### src/hdl/sounding_ref_subcarrier_mapper_macros.svh
// Assertion macros shared by the sounding reference mapper RTL.
// Uses the clk and rst_n names of the module that expands them.
`ifndef SOUNDING_REF_SUBCARRIER_MAPPER_MACROS_SVH
`define SOUNDING_REF_SUBCARRIER_MAPPER_MACROS_SVH
`ifndef NO_ASSERTIONS
// Same-cycle implication
`define SRSM_ASSERT_IMP(lbl, ante, cons, msg) \
  lbl: assert property (@(posedge clk) disable iff (!rst_n) (ante) |-> (cons)) \
    else $error(msg);
// Next-cycle implication
`define SRSM_ASSERT_NXT(lbl, ante, cons, msg) \
  lbl: assert property (@(posedge clk) disable iff (!rst_n) (ante) |=> (cons)) \
    else $error(msg);
`else
`define SRSM_ASSERT_IMP(lbl, ante, cons, msg)
`define SRSM_ASSERT_NXT(lbl, ante, cons, msg)
`endif
`endif

### src/hdl/srsm_pkg.sv
// Package of the sounding reference subcarrier mapper: widths, types,
// bandwidth and subframe tables, small lookup functions. No dependencies.
package srsm_pkg;

  localparam int SYMBOLS_PER_SUBFRAME = 14;
  localparam int MAX_TRANSFORM        = 2048;

  localparam int MSC_PER_RB   = 6;
  localparam int RB_INVALID   = 111;
  localparam int Q_SHIFT      = 15;
  localparam int SHORT_PERIOD = 5;
  localparam int LONG_PERIOD  = 10;

  localparam int SAMPLE_W  = 16;
  localparam int TS_W      = 12;
  localparam int CP_W      = TS_W;
  localparam int CNT_W     = 10;
  localparam int IDX_W     = 19;
  localparam int ROW_W     = 8;
  localparam int K0_W      = 21;
  localparam int ACC_W     = 20;
  localparam int MUL_W     = 16;
  localparam int PROD_W    = 2 * MUL_W;
  localparam int DIV_W     = 20;
  localparam int DIVR_W    = TS_W;
  localparam int DIV_CNT_W = $clog2(DIV_W);
  localparam int CFG_IDX_W  = 3;
  localparam int CFG_DATA_W = 12;

  typedef logic        [SAMPLE_W-1:0]  usample_t;
  typedef logic signed [SAMPLE_W-1:0]  sample_t;
  typedef logic        [CP_W-1:0]      cp_t;
  typedef logic        [CP_W:0]        cp_ext_t;
  typedef logic        [TS_W:0]        ts_ext_t;
  typedef logic        [CNT_W-1:0]     cnt_t;
  typedef logic        [IDX_W-1:0]     idx_t;
  typedef logic        [ROW_W-1:0]     row_t;
  typedef logic signed [K0_W-1:0]      k0_t;
  typedef logic        [ACC_W-1:0]     acc_t;
  typedef logic signed [MUL_W-1:0]     mul_t;
  typedef logic signed [PROD_W-1:0]    prod_t;
  typedef logic        [DIV_W-1:0]     div_t;
  typedef logic        [DIVR_W-1:0]    divr_t;
  typedef logic        [DIV_CNT_W-1:0] div_cnt_t;

  // Configuration register indexes
  typedef enum logic [CFG_IDX_W-1:0] {
    REG_UPLINK_RB      = 3'd0,
    REG_BW_CONFIG      = 3'd1,
    REG_BW_INDEX       = 3'd2,
    REG_SF_CONFIG      = 3'd3,
    REG_FREQ_POS       = 3'd4,
    REG_COMB           = 3'd5,
    REG_FIRST_CARRIER  = 3'd6,
    REG_TRANSFORM_SIZE = 3'd7
  } cfg_reg_e;

  // Per-item status codes, also the run status of a sequence
  typedef enum logic [1:0] {
    ST_PLACED  = 2'd0,
    ST_SKIPPED = 2'd1,
    ST_INVALID = 2'd2,
    ST_IDLE    = 2'd3
  } status_e;

  typedef enum logic [3:0] {
    S_IDLE,
    S_START,
    S_DIV_Q,
    S_DIV_NB,
    S_MUL_NB,
    S_K0,
    S_CHECK,
    S_DIV_CP,
    S_SCALE_RE,
    S_SCALE_IM,
    S_RESULT
  } state_e;

  typedef struct packed {
    logic [6:0]  uplink_resource_blocks;
    logic [2:0]  bandwidth_config;
    logic [1:0]  bandwidth_index;
    logic [3:0]  subframe_config;
    logic [7:0]  frequency_position;
    logic        comb_offset;
    logic [10:0] first_carrier;
    logic [11:0] transform_size;
  } cfg_t;

  localparam cfg_t CFG_RESET = '{
    uplink_resource_blocks: 7'd25,
    bandwidth_config:       3'd0,
    bandwidth_index:        2'd0,
    subframe_config:        4'd0,
    frequency_position:     8'd0,
    comb_offset:            1'b0,
    first_carrier:          11'd0,
    transform_size:         12'd512
  };

  typedef struct packed {
    logic    first;
    logic [3:0] subframe;
    sample_t amplitude;
    sample_t ref_real;
    sample_t ref_imag;
  } in_item_t;

  typedef struct packed {
    status_e status;
    idx_t    element_index;
    sample_t out_real;
    sample_t out_imag;
    logic    last;
  } out_item_t;

  typedef struct packed {
    logic busy;
    logic done;
  } div_stat_t;

  // Sounding bandwidths [resource block group][bandwidth config][bandwidth index]
  localparam logic [6:0] BW_TABLE [4][8][4] = '{
    '{'{7'd36, 7'd12, 7'd4, 7'd4}, '{7'd32, 7'd16, 7'd8, 7'd4},
      '{7'd24, 7'd4, 7'd4, 7'd4},  '{7'd20, 7'd4, 7'd4, 7'd4},
      '{7'd16, 7'd4, 7'd4, 7'd4},  '{7'd12, 7'd4, 7'd4, 7'd4},
      '{7'd8, 7'd4, 7'd4, 7'd4},   '{7'd4, 7'd4, 7'd4, 7'd4}},
    '{'{7'd48, 7'd24, 7'd12, 7'd4}, '{7'd48, 7'd16, 7'd8, 7'd4},
      '{7'd40, 7'd20, 7'd4, 7'd4},  '{7'd36, 7'd12, 7'd4, 7'd4},
      '{7'd32, 7'd16, 7'd8, 7'd4},  '{7'd24, 7'd4, 7'd4, 7'd4},
      '{7'd20, 7'd4, 7'd4, 7'd4},   '{7'd16, 7'd4, 7'd4, 7'd4}},
    '{'{7'd72, 7'd24, 7'd12, 7'd4}, '{7'd64, 7'd32, 7'd16, 7'd4},
      '{7'd60, 7'd20, 7'd4, 7'd4},  '{7'd48, 7'd24, 7'd12, 7'd4},
      '{7'd48, 7'd16, 7'd8, 7'd4},  '{7'd40, 7'd20, 7'd4, 7'd4},
      '{7'd36, 7'd12, 7'd4, 7'd4},  '{7'd32, 7'd16, 7'd8, 7'd4}},
    '{'{7'd96, 7'd48, 7'd24, 7'd4}, '{7'd96, 7'd32, 7'd16, 7'd4},
      '{7'd80, 7'd40, 7'd20, 7'd4}, '{7'd72, 7'd24, 7'd12, 7'd4},
      '{7'd64, 7'd32, 7'd16, 7'd4}, '{7'd60, 7'd20, 7'd4, 7'd4},
      '{7'd48, 7'd24, 7'd12, 7'd4}, '{7'd48, 7'd16, 7'd8, 7'd4}}
  };

  // Sounding subframe masks per subframe configuration
  localparam logic [9:0] OFFSET_MASK [16] = '{
    10'd2, 10'd6, 10'd10, 10'd18, 10'd14, 10'd22, 10'd26, 10'd30,
    10'd70, 10'd74, 10'd194, 10'd326, 10'd586, 10'd210, 10'd0, 10'd0
  };

  // Table group from the uplink bandwidth
  function automatic logic [1:0] bw_group(input logic [6:0] nrb);
    logic [1:0] grp;
    if (nrb < 7'd41) begin
      grp = 2'd0;
    end else if (nrb < 7'd61) begin
      grp = 2'd1;
    end else if (nrb < 7'd81) begin
      grp = 2'd2;
    end else begin
      grp = 2'd3;
    end
    return grp;
  endfunction

  // Subframe number modulo the sounding period (5 or 10)
  function automatic logic [3:0] sf_phase(input logic [3:0] sf, input logic long_period);
    logic [3:0] r;
    r = sf;
    if (r >= 4'(LONG_PERIOD)) begin
      r = r - 4'(LONG_PERIOD);
    end
    if (!long_period && r >= 4'(SHORT_PERIOD)) begin
      r = r - 4'(SHORT_PERIOD);
    end
    return r;
  endfunction

endpackage

### src/hdl/srsm_if.sv
// Valid/ready channel interfaces of the sounding reference mapper:
// sample input, result output and configuration write. Uses srsm_pkg.
interface srsm_in_if;
  logic                valid;
  logic                ready;
  srsm_pkg::in_item_t  data;
  modport source (output valid, output data, input ready);
  modport sink   (input valid, input data, output ready);
endinterface

interface srsm_out_if;
  logic                valid;
  logic                ready;
  srsm_pkg::out_item_t data;
  modport source (output valid, output data, input ready);
  modport sink   (input valid, input data, output ready);
endinterface

interface srsm_cfg_if;
  logic                              valid;
  logic                              ready;
  logic [srsm_pkg::CFG_IDX_W-1:0]    index;
  logic [srsm_pkg::CFG_DATA_W-1:0]   data;
  modport source (output valid, output index, output data, input ready);
  modport sink   (input valid, input index, input data, output ready);
endinterface

### src/hdl/srsm_cfg_regs.sv
// Configuration register file of the sounding reference mapper.
// Depends on srsm_pkg and the srsm_cfg_if channel.
module srsm_cfg_regs (
  input  logic           clk,
  input  logic           rst_n,
  srsm_cfg_if.sink       cfg_ch,
  output srsm_pkg::cfg_t cfg
);

  srsm_pkg::cfg_t cfg_r;

  assign cfg_ch.ready = 1'b1;
  assign cfg           = cfg_r;

  // Write one register per accepted item
  always_ff @(posedge clk) begin
    if (!rst_n) begin
      cfg_r <= srsm_pkg::CFG_RESET;
    end else if (cfg_ch.valid) begin
      case (srsm_pkg::cfg_reg_e'(cfg_ch.index))
        srsm_pkg::REG_UPLINK_RB:      cfg_r.uplink_resource_blocks <= cfg_ch.data[6:0];
        srsm_pkg::REG_BW_CONFIG:      cfg_r.bandwidth_config       <= cfg_ch.data[2:0];
        srsm_pkg::REG_BW_INDEX:       cfg_r.bandwidth_index        <= cfg_ch.data[1:0];
        srsm_pkg::REG_SF_CONFIG:      cfg_r.subframe_config        <= cfg_ch.data[3:0];
        srsm_pkg::REG_FREQ_POS:       cfg_r.frequency_position     <= cfg_ch.data[7:0];
        srsm_pkg::REG_COMB:           cfg_r.comb_offset            <= cfg_ch.data[0];
        srsm_pkg::REG_FIRST_CARRIER:  cfg_r.first_carrier          <= cfg_ch.data[10:0];
        srsm_pkg::REG_TRANSFORM_SIZE: cfg_r.transform_size         <= cfg_ch.data[11:0];
        default: cfg_r <= cfg_r;
      endcase
    end
  end

endmodule

### src/hdl/srsm_div.sv
// Shared restoring divider, one quotient bit per cycle.
// Depends on srsm_pkg and the assertion macro header.
`include "sounding_ref_subcarrier_mapper_macros.svh"

module srsm_div (
  input  logic                clk,
  input  logic                rst_n,
  input  logic                start,
  input  srsm_pkg::div_t      dividend,
  input  srsm_pkg::divr_t     divisor,
  output srsm_pkg::div_t      quotient,
  output srsm_pkg::divr_t     remainder,
  output srsm_pkg::div_stat_t stat
);

  srsm_pkg::div_t     quo_r;
  srsm_pkg::divr_t    rem_r;
  srsm_pkg::divr_t    divisor_r;
  srsm_pkg::div_cnt_t cnt_r;
  logic               busy_r;
  logic               done_r;

  logic [srsm_pkg::DIVR_W:0] shifted;
  logic [srsm_pkg::DIVR_W:0] diff;
  logic                      ge;

  // Shift in the next dividend bit and trial-subtract
  assign shifted = {rem_r, quo_r[srsm_pkg::DIV_W-1]};
  assign ge      = shifted >= {1'b0, divisor_r};
  assign diff    = shifted - {1'b0, divisor_r};

  // Control: count the quotient bits, pulse done at the end
  always_ff @(posedge clk) begin
    if (!rst_n) begin
      busy_r <= 1'b0;
      done_r <= 1'b0;
      cnt_r  <= '0;
    end else begin
      done_r <= 1'b0;
      if (start) begin
        busy_r <= 1'b1;
        cnt_r  <= srsm_pkg::div_cnt_t'(srsm_pkg::DIV_W - 1);
      end else if (busy_r) begin
        if (cnt_r == '0) begin
          busy_r <= 1'b0;
          done_r <= 1'b1;
        end else begin
          cnt_r <= cnt_r - srsm_pkg::div_cnt_t'(1);
        end
      end
    end
  end

  // Datapath: load operands, then one step per cycle
  always_ff @(posedge clk) begin
    if (start) begin
      quo_r     <= dividend;
      rem_r     <= '0;
      divisor_r <= divisor;
    end else if (busy_r) begin
      quo_r <= {quo_r[srsm_pkg::DIV_W-2:0], ge};
      rem_r <= ge ? diff[srsm_pkg::DIVR_W-1:0] : shifted[srsm_pkg::DIVR_W-1:0];
    end
  end

  assign quotient  = quo_r;
  assign remainder = rem_r;
  assign stat      = '{busy: busy_r, done: done_r};

  `SRSM_ASSERT_NXT(a_div_start_runs, start, busy_r && !done_r, "divider did not start")
  `SRSM_ASSERT_IMP(a_div_done_after_busy, done_r, !busy_r && $past(busy_r), "stray done")
  `SRSM_ASSERT_NXT(a_div_last_step, busy_r && cnt_r == '0 && !start, done_r, "done missing")

endmodule

### src/hdl/srsm_mul.sv
// Shared signed multiplier with a registered product.
// Depends on srsm_pkg.
module srsm_mul (
  input  logic            clk,
  input  logic            en,
  input  srsm_pkg::mul_t  a,
  input  srsm_pkg::mul_t  b,
  output srsm_pkg::prod_t prod
);

  srsm_pkg::prod_t prod_r;

  // Hold the product while not enabled
  always_ff @(posedge clk) begin
    if (en) begin
      prod_r <= a * b;
    end
  end

  assign prod = prod_r;

endmodule

### src/hdl/sounding_ref_subcarrier_mapper.sv
// Sounding reference subcarrier mapper, top level.
// Channels: in_ch takes one reference sample per item (first, subframe, Q15 amplitude,
// real and imaginary part); out_ch gives one result item per input item (status, grid
// element index, scaled sample, last flag); cfg_ch writes the eight setup registers,
// which are read while a first item is being set up; transform_size is also read for
// the carrier wrap of every placed item.
// Flow: an ordinary item is taken in S_IDLE, scaled in S_SCALE_RE and S_SCALE_IM and
// registered as a result in S_RESULT; the next item is taken only after that. The two
// scaling products go one after the other through a single shared multiplier.
// A first item also sets up the placement before its scaling: three passes of the
// shared 20-step divider (4*position/msrsb, then mod msrsb, then the start carrier mod
// transform_size). A first that does not sound or has a negative start offset k0
// skips the last pass; invalid registers skip the whole setup.
// Reset: registers go to their reset values, no sequence is active, so items report
// status 3 until a first item arrives.
// Stall: the result register frees the input side; a new item is taken while a result
// waits. If a second result is ready before the first is taken, the block holds it
// and stays not ready until out_ch moves.
// Depends on srsm_pkg, srsm_if, srsm_cfg_regs, srsm_div, srsm_mul and the macro header.
`include "sounding_ref_subcarrier_mapper_macros.svh"

module sounding_ref_subcarrier_mapper (
  input  logic       clk,
  input  logic       rst_n,
  srsm_in_if.sink    in_ch,
  srsm_out_if.source out_ch,
  srsm_cfg_if.sink   cfg_ch
);

  srsm_pkg::cfg_t      cfg;

  srsm_pkg::state_e    state_r, state_nxt;
  srsm_pkg::in_item_t  item_r, item_nxt;
  srsm_pkg::status_e   run_status_r, run_status_nxt;
  srsm_pkg::cp_t       carrier_r, carrier_nxt;
  srsm_pkg::cnt_t      count_r, count_nxt;
  srsm_pkg::cnt_t      length_r, length_nxt;
  srsm_pkg::idx_t      symbase_r, symbase_nxt;
  srsm_pkg::k0_t       base_r, base_nxt;
  srsm_pkg::k0_t       k0_r, k0_nxt;
  srsm_pkg::acc_t      acc_r, acc_nxt;
  srsm_pkg::sample_t   re_r, re_nxt;
  srsm_pkg::out_item_t out_data_r, out_data_nxt;
  logic                out_valid_r, out_valid_nxt;

  logic                div_start;
  srsm_pkg::div_t      div_dividend;
  srsm_pkg::divr_t     div_divisor;
  srsm_pkg::div_t      div_quo;
  srsm_pkg::divr_t     div_rem;
  srsm_pkg::div_stat_t div_stat;

  logic                mul_en;
  srsm_pkg::mul_t      mul_a;
  srsm_pkg::mul_t      mul_b;
  srsm_pkg::prod_t     mul_prod;

  logic [1:0]          grp;
  logic [6:0]          msrs0;
  logic [6:0]          msrsb;
  srsm_pkg::cnt_t      msc;
  logic                params_bad;
  srsm_pkg::k0_t       half_diff;
  srsm_pkg::k0_t       base_calc;
  srsm_pkg::acc_t      nb_msc;
  srsm_pkg::acc_t      acc_calc;
  srsm_pkg::row_t      row;
  logic [3:0]          phase;
  logic                sounds;
  srsm_pkg::cp_ext_t   cp_step;
  srsm_pkg::cnt_t      count_inc;
  srsm_pkg::out_item_t res;
  logic                res_advance;
  logic                out_load;

  srsm_cfg_regs u_cfg (
    .clk    (clk),
    .rst_n  (rst_n),
    .cfg_ch (cfg_ch),
    .cfg    (cfg)
  );

  srsm_div u_div (
    .clk       (clk),
    .rst_n     (rst_n),
    .start     (div_start),
    .dividend  (div_dividend),
    .divisor   (div_divisor),
    .quotient  (div_quo),
    .remainder (div_rem),
    .stat      (div_stat)
  );

  srsm_mul u_mul (
    .clk  (clk),
    .en   (mul_en),
    .a    (mul_a),
    .b    (mul_b),
    .prod (mul_prod)
  );

  // Bandwidth table lookup and parameter check
  assign grp        = srsm_pkg::bw_group(cfg.uplink_resource_blocks);
  assign msrs0      = srsm_pkg::BW_TABLE[grp][cfg.bandwidth_config][0];
  assign msrsb      = srsm_pkg::BW_TABLE[grp][cfg.bandwidth_config][cfg.bandwidth_index];
  assign msc        = srsm_pkg::cnt_t'(msrsb) * srsm_pkg::cnt_t'(srsm_pkg::MSC_PER_RB);
  assign params_bad = (cfg.uplink_resource_blocks >= 7'(srsm_pkg::RB_INVALID))
                   || (cfg.transform_size == '0)
                   || (srsm_pkg::ts_ext_t'(cfg.transform_size)
                       > srsm_pkg::ts_ext_t'(srsm_pkg::MAX_TRANSFORM));

  // Start offset without the hopping term: (nrb/2 - msrs0/2) * 12 + comb
  assign half_diff = srsm_pkg::k0_t'(cfg.uplink_resource_blocks >> 1)
                   - srsm_pkg::k0_t'(msrs0 >> 1);
  assign base_calc = (half_diff <<< 3) + (half_diff <<< 2)
                   + srsm_pkg::k0_t'(cfg.comb_offset);

  // Hopping term: nb*msc times 2*(bandwidth_index+1)
  assign nb_msc = srsm_pkg::acc_t'(mul_prod[srsm_pkg::MUL_W-1:0]);
  always_comb begin
    case (cfg.bandwidth_index)
      2'd0:    acc_calc = nb_msc << 1;
      2'd1:    acc_calc = nb_msc << 2;
      2'd2:    acc_calc = (nb_msc << 1) + (nb_msc << 2);
      default: acc_calc = nb_msc << 3;
    endcase
  end

  // Last symbol of the subframe and the sounding subframe test
  assign row    = srsm_pkg::row_t'(item_r.subframe)
                * srsm_pkg::row_t'(srsm_pkg::SYMBOLS_PER_SUBFRAME)
                + srsm_pkg::row_t'(srsm_pkg::SYMBOLS_PER_SUBFRAME - 1);
  assign phase  = srsm_pkg::sf_phase(item_r.subframe, cfg.subframe_config[3]);
  assign sounds = srsm_pkg::OFFSET_MASK[cfg.subframe_config][phase];

  // Result of the current item from the run state
  assign cp_step   = srsm_pkg::cp_ext_t'(carrier_r) + srsm_pkg::cp_ext_t'(2);
  assign count_inc = count_r + srsm_pkg::cnt_t'(1);
  always_comb begin
    res         = '0;
    res.status  = srsm_pkg::ST_IDLE;
    res_advance = 1'b0;
    if (run_status_r == srsm_pkg::ST_INVALID) begin
      res.status = srsm_pkg::ST_INVALID;
    end else if (run_status_r == srsm_pkg::ST_IDLE || count_r >= length_r) begin
      res.status = srsm_pkg::ST_IDLE;
    end else begin
      res.status  = run_status_r;
      res_advance = 1'b1;
      res.last    = (count_inc == length_r);
      if (run_status_r == srsm_pkg::ST_PLACED) begin
        res.element_index = symbase_r + srsm_pkg::idx_t'(carrier_r);
        res.out_real      = re_r;
        res.out_imag      = mul_prod[srsm_pkg::Q_SHIFT +: srsm_pkg::SAMPLE_W];
      end
    end
  end

  assign out_load = (state_r == srsm_pkg::S_RESULT) && (!out_valid_r || out_ch.ready);

  // Sequencer: next state, datapath loads, shared unit operands
  always_comb begin
    state_nxt      = state_r;
    item_nxt       = item_r;
    run_status_nxt = run_status_r;
    carrier_nxt    = carrier_r;
    count_nxt      = count_r;
    length_nxt     = length_r;
    symbase_nxt    = symbase_r;
    base_nxt       = base_r;
    k0_nxt         = k0_r;
    acc_nxt        = acc_r;
    re_nxt         = re_r;
    out_data_nxt   = out_data_r;
    out_valid_nxt  = out_valid_r && !out_ch.ready;
    div_start      = 1'b0;
    div_dividend   = div_quo;
    div_divisor    = srsm_pkg::divr_t'(msrsb);
    mul_en         = 1'b0;
    mul_a          = item_r.amplitude;
    mul_b          = item_r.ref_real;

    case (state_r)
      srsm_pkg::S_IDLE: begin
        if (in_ch.valid) begin
          item_nxt  = in_ch.data;
          state_nxt = in_ch.data.first ? srsm_pkg::S_START : srsm_pkg::S_SCALE_RE;
        end
      end
      srsm_pkg::S_START: begin
        count_nxt   = '0;
        length_nxt  = '0;
        carrier_nxt = '0;
        symbase_nxt = '0;
        if (params_bad) begin
          run_status_nxt = srsm_pkg::ST_INVALID;
          state_nxt      = srsm_pkg::S_SCALE_RE;
        end else begin
          base_nxt     = base_calc;
          div_start    = 1'b1;
          div_dividend = srsm_pkg::div_t'({cfg.frequency_position, 2'b00});
          state_nxt    = srsm_pkg::S_DIV_Q;
        end
      end
      srsm_pkg::S_DIV_Q: begin
        // quotient of 4*position/msrsb, reduce it mod msrsb next
        if (div_stat.done) begin
          div_start = 1'b1;
          state_nxt = srsm_pkg::S_DIV_NB;
        end
      end
      srsm_pkg::S_DIV_NB: begin
        if (div_stat.done) begin
          mul_en    = 1'b1;
          mul_a     = srsm_pkg::mul_t'(div_rem);
          mul_b     = srsm_pkg::mul_t'(msc);
          state_nxt = srsm_pkg::S_MUL_NB;
        end
      end
      srsm_pkg::S_MUL_NB: begin
        acc_nxt   = acc_calc;
        state_nxt = srsm_pkg::S_K0;
      end
      srsm_pkg::S_K0: begin
        k0_nxt    = base_r + srsm_pkg::k0_t'(acc_r);
        mul_en    = 1'b1;
        mul_a     = srsm_pkg::mul_t'(row);
        mul_b     = srsm_pkg::mul_t'(cfg.transform_size);
        state_nxt = srsm_pkg::S_CHECK;
      end
      srsm_pkg::S_CHECK: begin
        if (k0_r < srsm_pkg::k0_t'(0)) begin
          run_status_nxt = srsm_pkg::ST_INVALID;
          state_nxt      = srsm_pkg::S_SCALE_RE;
        end else begin
          length_nxt = msc;
          if (!sounds) begin
            run_status_nxt = srsm_pkg::ST_SKIPPED;
            state_nxt      = srsm_pkg::S_SCALE_RE;
          end else begin
            symbase_nxt  = mul_prod[srsm_pkg::IDX_W-1:0];
            div_start    = 1'b1;
            div_dividend = srsm_pkg::div_t'(cfg.first_carrier) + srsm_pkg::div_t'(k0_r);
            div_divisor  = cfg.transform_size;
            state_nxt    = srsm_pkg::S_DIV_CP;
          end
        end
      end
      srsm_pkg::S_DIV_CP: begin
        if (div_stat.done) begin
          carrier_nxt    = div_rem;
          run_status_nxt = srsm_pkg::ST_PLACED;
          state_nxt      = srsm_pkg::S_SCALE_RE;
        end
      end
      srsm_pkg::S_SCALE_RE: begin
        mul_en    = 1'b1;
        state_nxt = srsm_pkg::S_SCALE_IM;
      end
      srsm_pkg::S_SCALE_IM: begin
        mul_en    = 1'b1;
        mul_b     = item_r.ref_imag;
        re_nxt    = mul_prod[srsm_pkg::Q_SHIFT +: srsm_pkg::SAMPLE_W];
        state_nxt = srsm_pkg::S_RESULT;
      end
      srsm_pkg::S_RESULT: begin
        // hold until the result register is free
        if (out_load) begin
          out_data_nxt  = res;
          out_valid_nxt = 1'b1;
          state_nxt     = srsm_pkg::S_IDLE;
          if (res_advance) begin
            count_nxt = count_inc;
            if (res.last) begin
              run_status_nxt = srsm_pkg::ST_IDLE;
            end
            if (run_status_r == srsm_pkg::ST_PLACED) begin
              if (cp_step >= srsm_pkg::cp_ext_t'(cfg.transform_size)) begin
                carrier_nxt = srsm_pkg::cp_t'(1);
              end else begin
                carrier_nxt = cp_step[srsm_pkg::CP_W-1:0];
              end
            end
          end
        end
      end
      default: begin
        state_nxt = srsm_pkg::S_IDLE;
      end
    endcase
  end

  // Control state
  always_ff @(posedge clk) begin
    if (!rst_n) begin
      state_r      <= srsm_pkg::S_IDLE;
      run_status_r <= srsm_pkg::ST_IDLE;
      carrier_r    <= '0;
      count_r      <= '0;
      length_r     <= '0;
      symbase_r    <= '0;
      out_valid_r  <= 1'b0;
    end else begin
      state_r      <= state_nxt;
      run_status_r <= run_status_nxt;
      carrier_r    <= carrier_nxt;
      count_r      <= count_nxt;
      length_r     <= length_nxt;
      symbase_r    <= symbase_nxt;
      out_valid_r  <= out_valid_nxt;
    end
  end

  // Payload registers
  always_ff @(posedge clk) begin
    item_r     <= item_nxt;
    base_r     <= base_nxt;
    k0_r       <= k0_nxt;
    acc_r      <= acc_nxt;
    re_r       <= re_nxt;
    out_data_r <= out_data_nxt;
  end

  assign in_ch.ready  = (state_r == srsm_pkg::S_IDLE);
  assign out_ch.valid = out_valid_r;
  assign out_ch.data  = out_data_r;

  `SRSM_ASSERT_IMP(a_unplaced_fields_zero, out_valid_r && out_data_r.status != srsm_pkg::ST_PLACED, out_data_r.element_index == '0 && out_data_r.out_real == '0 && out_data_r.out_imag == '0, "unplaced item carries data")
  `SRSM_ASSERT_IMP(a_last_in_sequence, out_valid_r && out_data_r.last, out_data_r.status == srsm_pkg::ST_PLACED || out_data_r.status == srsm_pkg::ST_SKIPPED, "last outside a sequence")
  `SRSM_ASSERT_IMP(a_div_start_idle, div_start, !div_stat.busy, "divider restarted while busy")

endmodule

### src/flat_wrapper.sv
// flat-port wrapper written by rule: the top's interface ports become plain ports
module sounding_ref_subcarrier_mapper_flat 
  (clk, rst_n, in_ch_valid, in_ch_data, in_ch_ready, out_ch_valid, out_ch_data, out_ch_ready, cfg_ch_valid, cfg_ch_index, cfg_ch_data, cfg_ch_ready);
  srsm_in_if in_ch_i ();
  srsm_out_if out_ch_i ();
  srsm_cfg_if cfg_ch_i ();
  input  logic clk;
  input  logic rst_n;
  input wire logic [$bits(in_ch_i.valid)-1:0] in_ch_valid;
  input wire logic [$bits(in_ch_i.data)-1:0] in_ch_data;
  output wire logic [$bits(in_ch_i.ready)-1:0] in_ch_ready;
  output wire logic [$bits(out_ch_i.valid)-1:0] out_ch_valid;
  output wire logic [$bits(out_ch_i.data)-1:0] out_ch_data;
  input wire logic [$bits(out_ch_i.ready)-1:0] out_ch_ready;
  input wire logic [$bits(cfg_ch_i.valid)-1:0] cfg_ch_valid;
  input wire logic [$bits(cfg_ch_i.index)-1:0] cfg_ch_index;
  input wire logic [$bits(cfg_ch_i.data)-1:0] cfg_ch_data;
  output wire logic [$bits(cfg_ch_i.ready)-1:0] cfg_ch_ready;
  assign in_ch_i.valid = in_ch_valid;
  assign in_ch_i.data = in_ch_data;
  assign in_ch_ready = in_ch_i.ready;
  assign out_ch_valid = out_ch_i.valid;
  assign out_ch_data = out_ch_i.data;
  assign out_ch_i.ready = out_ch_ready;
  assign cfg_ch_i.valid = cfg_ch_valid;
  assign cfg_ch_i.index = cfg_ch_index;
  assign cfg_ch_i.data = cfg_ch_data;
  assign cfg_ch_ready = cfg_ch_i.ready;
  sounding_ref_subcarrier_mapper u_core (.clk(clk), .rst_n(rst_n), .in_ch(in_ch_i), .out_ch(out_ch_i), .cfg_ch(cfg_ch_i));
endmodule
### config.mk
export PLATFORM = sky130hd
export DESIGN_NAME = sounding_ref_subcarrier_mapper_flat
export DESIGN_NICKNAME = d
export VERILOG_FILES = /design/src/hdl/srsm_pkg.sv /design/src/hdl/srsm_if.sv /design/src/hdl/srsm_cfg_regs.sv /design/src/hdl/srsm_div.sv /design/src/hdl/srsm_mul.sv /design/src/hdl/sounding_ref_subcarrier_mapper.sv /design/src/flat_wrapper.sv
export VERILOG_INCLUDE_DIRS = /design/src /design/src/hdl
export SDC_FILE = /design/constraint.sdc
export NUM_CORES = 2
export LEC_CHECK = 0
export BUFFER_PORTS_ARGS = -buffer_cell sky130_fd_sc_hd__clkbuf_2
export CAP_MARGIN = 20
export CORE_AREA = 2 2 250 252
export DETAILED_ROUTE_END_ITERATION = 6
export DIE_AREA = 0 0 252 254
export PLACE_DENSITY = 0.74
export SLEW_MARGIN = 20
export SYNTH_ARGS = -nofsm -noshare
export SYNTH_HDL_FRONTEND = slang
export SYNTH_SLANG_ARGS = --single-unit
### constraint.sdc
create_clock -name clk -period 17.07 [get_ports clk]
set_input_delay 2.5605 -clock clk [delete_from_list [all_inputs] [get_ports clk]]
set_output_delay 2.5605 -clock clk [all_outputs]
set_load 0.05 [all_outputs]
==> results.py <==
metrics = {
    "cts": {
        "path_clk_slew_ns": 0.06,
        "clk_path_buf_depth": 3,
        "cts_setup_buffers": 0,
        "ctsResizeCount": 0,
        "ctsHoldBuffers": 0,
        "cts-root-buf": "clkbuf_16",
        "cts.sink_count": 356,
        "insertion_delay_ns": 0.60,
        "cts_tree": "done",
        "cts_max_level": 2,
        "numCtsBuffers": 43,
    },
    "flow_run": {
        "maxCapViolCount": 0,
    },
    "yosys": {
        "synth.top_cells.by_count": "inv_1 (470), nor2_1 (301), nand2_1 (300), fa_1 (268), edfxtp_1 (234)",
        "async_flop_share": 0,
        "netlist.area_leader.share": 0.2414,
        "synthesis.nets": 3586,
        "synth_edf_count": 234,
        "synth_cell_types": 82,
        "synth.most_common_cell": "inv_1",
        "synth-seq-cells": 356,
        "syn_area_um2": 29110,
        "ys_warn_count": 0,
        "synth_area_leaders": "edfxtp_1 (24%), fa_1 (18%), ha_1 (8.9%)",
        "syn_area_per_cell_um2": 9.585,
        "yosys_most_used_dff": "edfxtp_1",
        "synth.largest_area_cell": "edfxtp_1",
        "yosysSeqAreaShare": 0.3253,
        "syn_inst": 3037,
    },
    "critical_path": {
        "slowest_delay_ns": 0.64,
        "cp.required_ns": 17.40,
        "worst_setup_path_start_kind": "register",
        "rr_startpoint": "u_core.u_cfg.cfg[44]",
        "crit_type": "register to register",
        "slowest_stage": "o21ai_2",
        "reg2reg_depth": 41,
        "crit_top_cell": "inv_1",
        "rrSetupSlack_ns": 6.54,
        "cp_max_fo": 16,
        "crit_path_end_kind": "register",
        "r2r_end": "u_core.u_mul.prod[29]",
        "critPathArrivalTime_ns": 10.87,
    },
    "worst_hold_path": {
        "hp-start": "u_core.base_r[0]",
        "holdPathStages": 0,
        "whs_endpoint": "u_core.k0_r[0]",
        "hold_class": "register to register",
    },
    "timing": {
        "slew_headroom": 0.2532,
        "skew_ns": 0.03340,
        "worstMarginPinSlew_ns": 1.120,
        "fin_crit_ns": 10.53,
        "setup_violations": 0,
        "clock.fmax_mhz": 94.92,
        "slew_violations": 0,
        "fin_crit_sh": 0.6172,
        "worst_slack_ns": 6.535,
        "hold_viol": 0,
        "grt_setup_unrepaired": "no",
        "setup_tns_ns": 0,
    },
    "finish": {
        "n_antenna_cell": 0,
        "drive_gt1_frac": 0.09390,
        "areaGrowthSynthToFinish_pct": 10.21,
        "nets": 3677,
    },
    "die": {
        "fp.dieW_um": 252,
        "start_util": 0.4752,
        "die_area_um2": 64010,
        "die_height_um": 254,
        "io_pins": 130,
        "rows": 91,
        "core-area_um2": 61260,
    },
    "global_route": {
        "grt_start_max_net_pins": 57,
        "grt_usage": 0.2320,
        "grt_overflow": 0,
        "antenna_found_initial": 1,
        "grt_pass1_wl_um": 117000,
        "grt_pass1_vias": 22270,
    },
    "route": {
        "ant_nets": 0,
        "routed_wirelength_um": 72150,
        "drc": 0,
        "vias": 21940,
        "drt_iter0_markers": 1769,
        "viasPerCell": 5.551,
        "wl_per_cell_um": 18.25,
        "detail_route.first_pass.iterations": 6,
    },
    "run_status": {
        "status": "finished, final reports clean",
    },
    "placed_design": {
        "hpwlAfterDp_um": 55850,
        "pre_cts_ws_ns": 6.631,
        "numPortBuffers": 128,
        "gp_congestion": 0.9054,
    },
}
[cells in the final DEF, fill, tap and decap left out, types with 12 or more instances in the layout]
| cell | instances |
|---|---|
| a211oi_1 | 20 |
| a21o_1 | 38 |
| a21oi_1 | 155 |
| a22o_1 | 34 |
| a22oi_1 | 17 |
| a31oi_1 | 22 |
| and2_1 | 52 |
| and3_1 | 28 |
| buf_4 | 31 |
| clkbuf_16 | 45 |
| clkbuf_2 | 128 |
| dfxtp_1 | 122 |
| edfxtp_1 | 234 |
| fa_1 | 268 |
| ha_1 | 208 |
| inv_1 | 470 |
| mux2i_1 | 19 |
| mux4_2 | 14 |
| nand2_1 | 300 |
| nand2b_1 | 41 |
| nand3_1 | 38 |
| nand4_1 | 12 |
| nor2_1 | 299 |
| nor2b_1 | 20 |
| nor3_1 | 57 |
| o211ai_1 | 13 |
| o21a_1 | 19 |
| o21ai_0 | 89 |
| or3_1 | 16 |
| xnor2_1 | 90 |
| xor2_1 | 47 |
[area by class of cell]
cell class,instances,area [um^2]
Clock inverter,25,290.3
Sequential cell,356,9469
Timing Repair Buffer,160,888.4
Tap cell,790,988.4
Fill cell,5456,29170
Multi-Input combinational cell,2092,17480
Inverter,475,1783
Clock buffer,55,1184
[worst max-delay path by stage]
stage,from,to,slack [ns],depth (start not counted)
floorplan,u_core.u_cfg.cfg[44],u_core.u_mul.prod[29],7.92,44
global placement,u_core.u_cfg.cfg[44],u_core.u_mul.prod[29],6.57,41
detailed placement,u_core.u_cfg.cfg[44],u_core.u_mul.prod[27],6.63,41
CTS,u_core.u_cfg.cfg[44],u_core.u_mul.prod[27],6.59,41
global route,u_core.u_cfg.cfg[44],u_core.u_mul.prod[27],5.76,41
finish,u_core.u_cfg.cfg[44],u_core.u_mul.prod[29],6.54,41
[cells by family (layout without fill, tap and decap cells)]
| family | Yosys count | count (layout) | share of synthesized area |
|---|---|---|---|
| AO/OA/AOI/OAI | 522 | 522 | 0.1181 |
| flip-flops | 356 | 356 | 0.3253 |
| XOR/XNOR | 138 | 138 | 0.04178 |
| AND/OR/NAND/NOR | 908 | 908 | 0.1410 |
| multiplexers | 47 | 47 | 0.02317 |
| adder cells (fa/ha/maj) | 476 | 476 | 0.2737 |
| other | 1 | 1 | 0.0001288 |
| buffers and inverters | 589 | 715 | 0.07681 |
[stage by stage]
stage,hold WS (ns),util,area (um^2),std cells
after global routing,0.4365,0.5237,32080,3953
final,0.4225,0.5237,32080,3953
after floorplan,0.4003,-,29110,3037
after detailed placement,0.4071,0.4996,30600,3873
after global placement,0.4089,0.4992,30580,3872
after CTS,0.4228,0.5236,32070,3953
[sequential cells by signal, indices dropped and copies added (netlist names), 4 cells and up]
name and count:
u_core.u_div.remainder 12, u_core.base_r 10, u_core.carrier_r 12, u_core.item_r 52
u_core.k0_r 21, u_core.count_r 10, u_core.out_ch.data 54, u_core.length_r 7
u_core.u_div.divisor_r 12, u_core.u_div.quotient 20, u_core.state_r 4, u_core.acc_r 18
u_core.u_cfg.cfg 48, u_core.u_mul.prod 31, u_core.u_div.cnt_r 5, u_core.symbase_r 19
u_core.re_r 16
[layer usage]
layer,track usage,vias up,wire (um),share of wire
met5,0,-,0,0
met4,0.09856,0,3210,0.044
met3,0.03554,172,4809,0.067
met1,0.2923,10690,29730,0.41
met2,0.3977,748,34400,0.48
li1,-,10340,-,-
[worst max-delay path, delay by kind of cell (launching register included)]
family	cells	cell delay, ns
simple gates	7	1.11
compound gates	12	3.33
fa+ha+maj	10	4.23
xor+xnor	2	0.22
buf+inv	10	0.89
flops	1	0.44
Power is left out: the tool's default activity adds up to more than one toggle a clock period on the data nets, which glitch-free logic cannot reach.
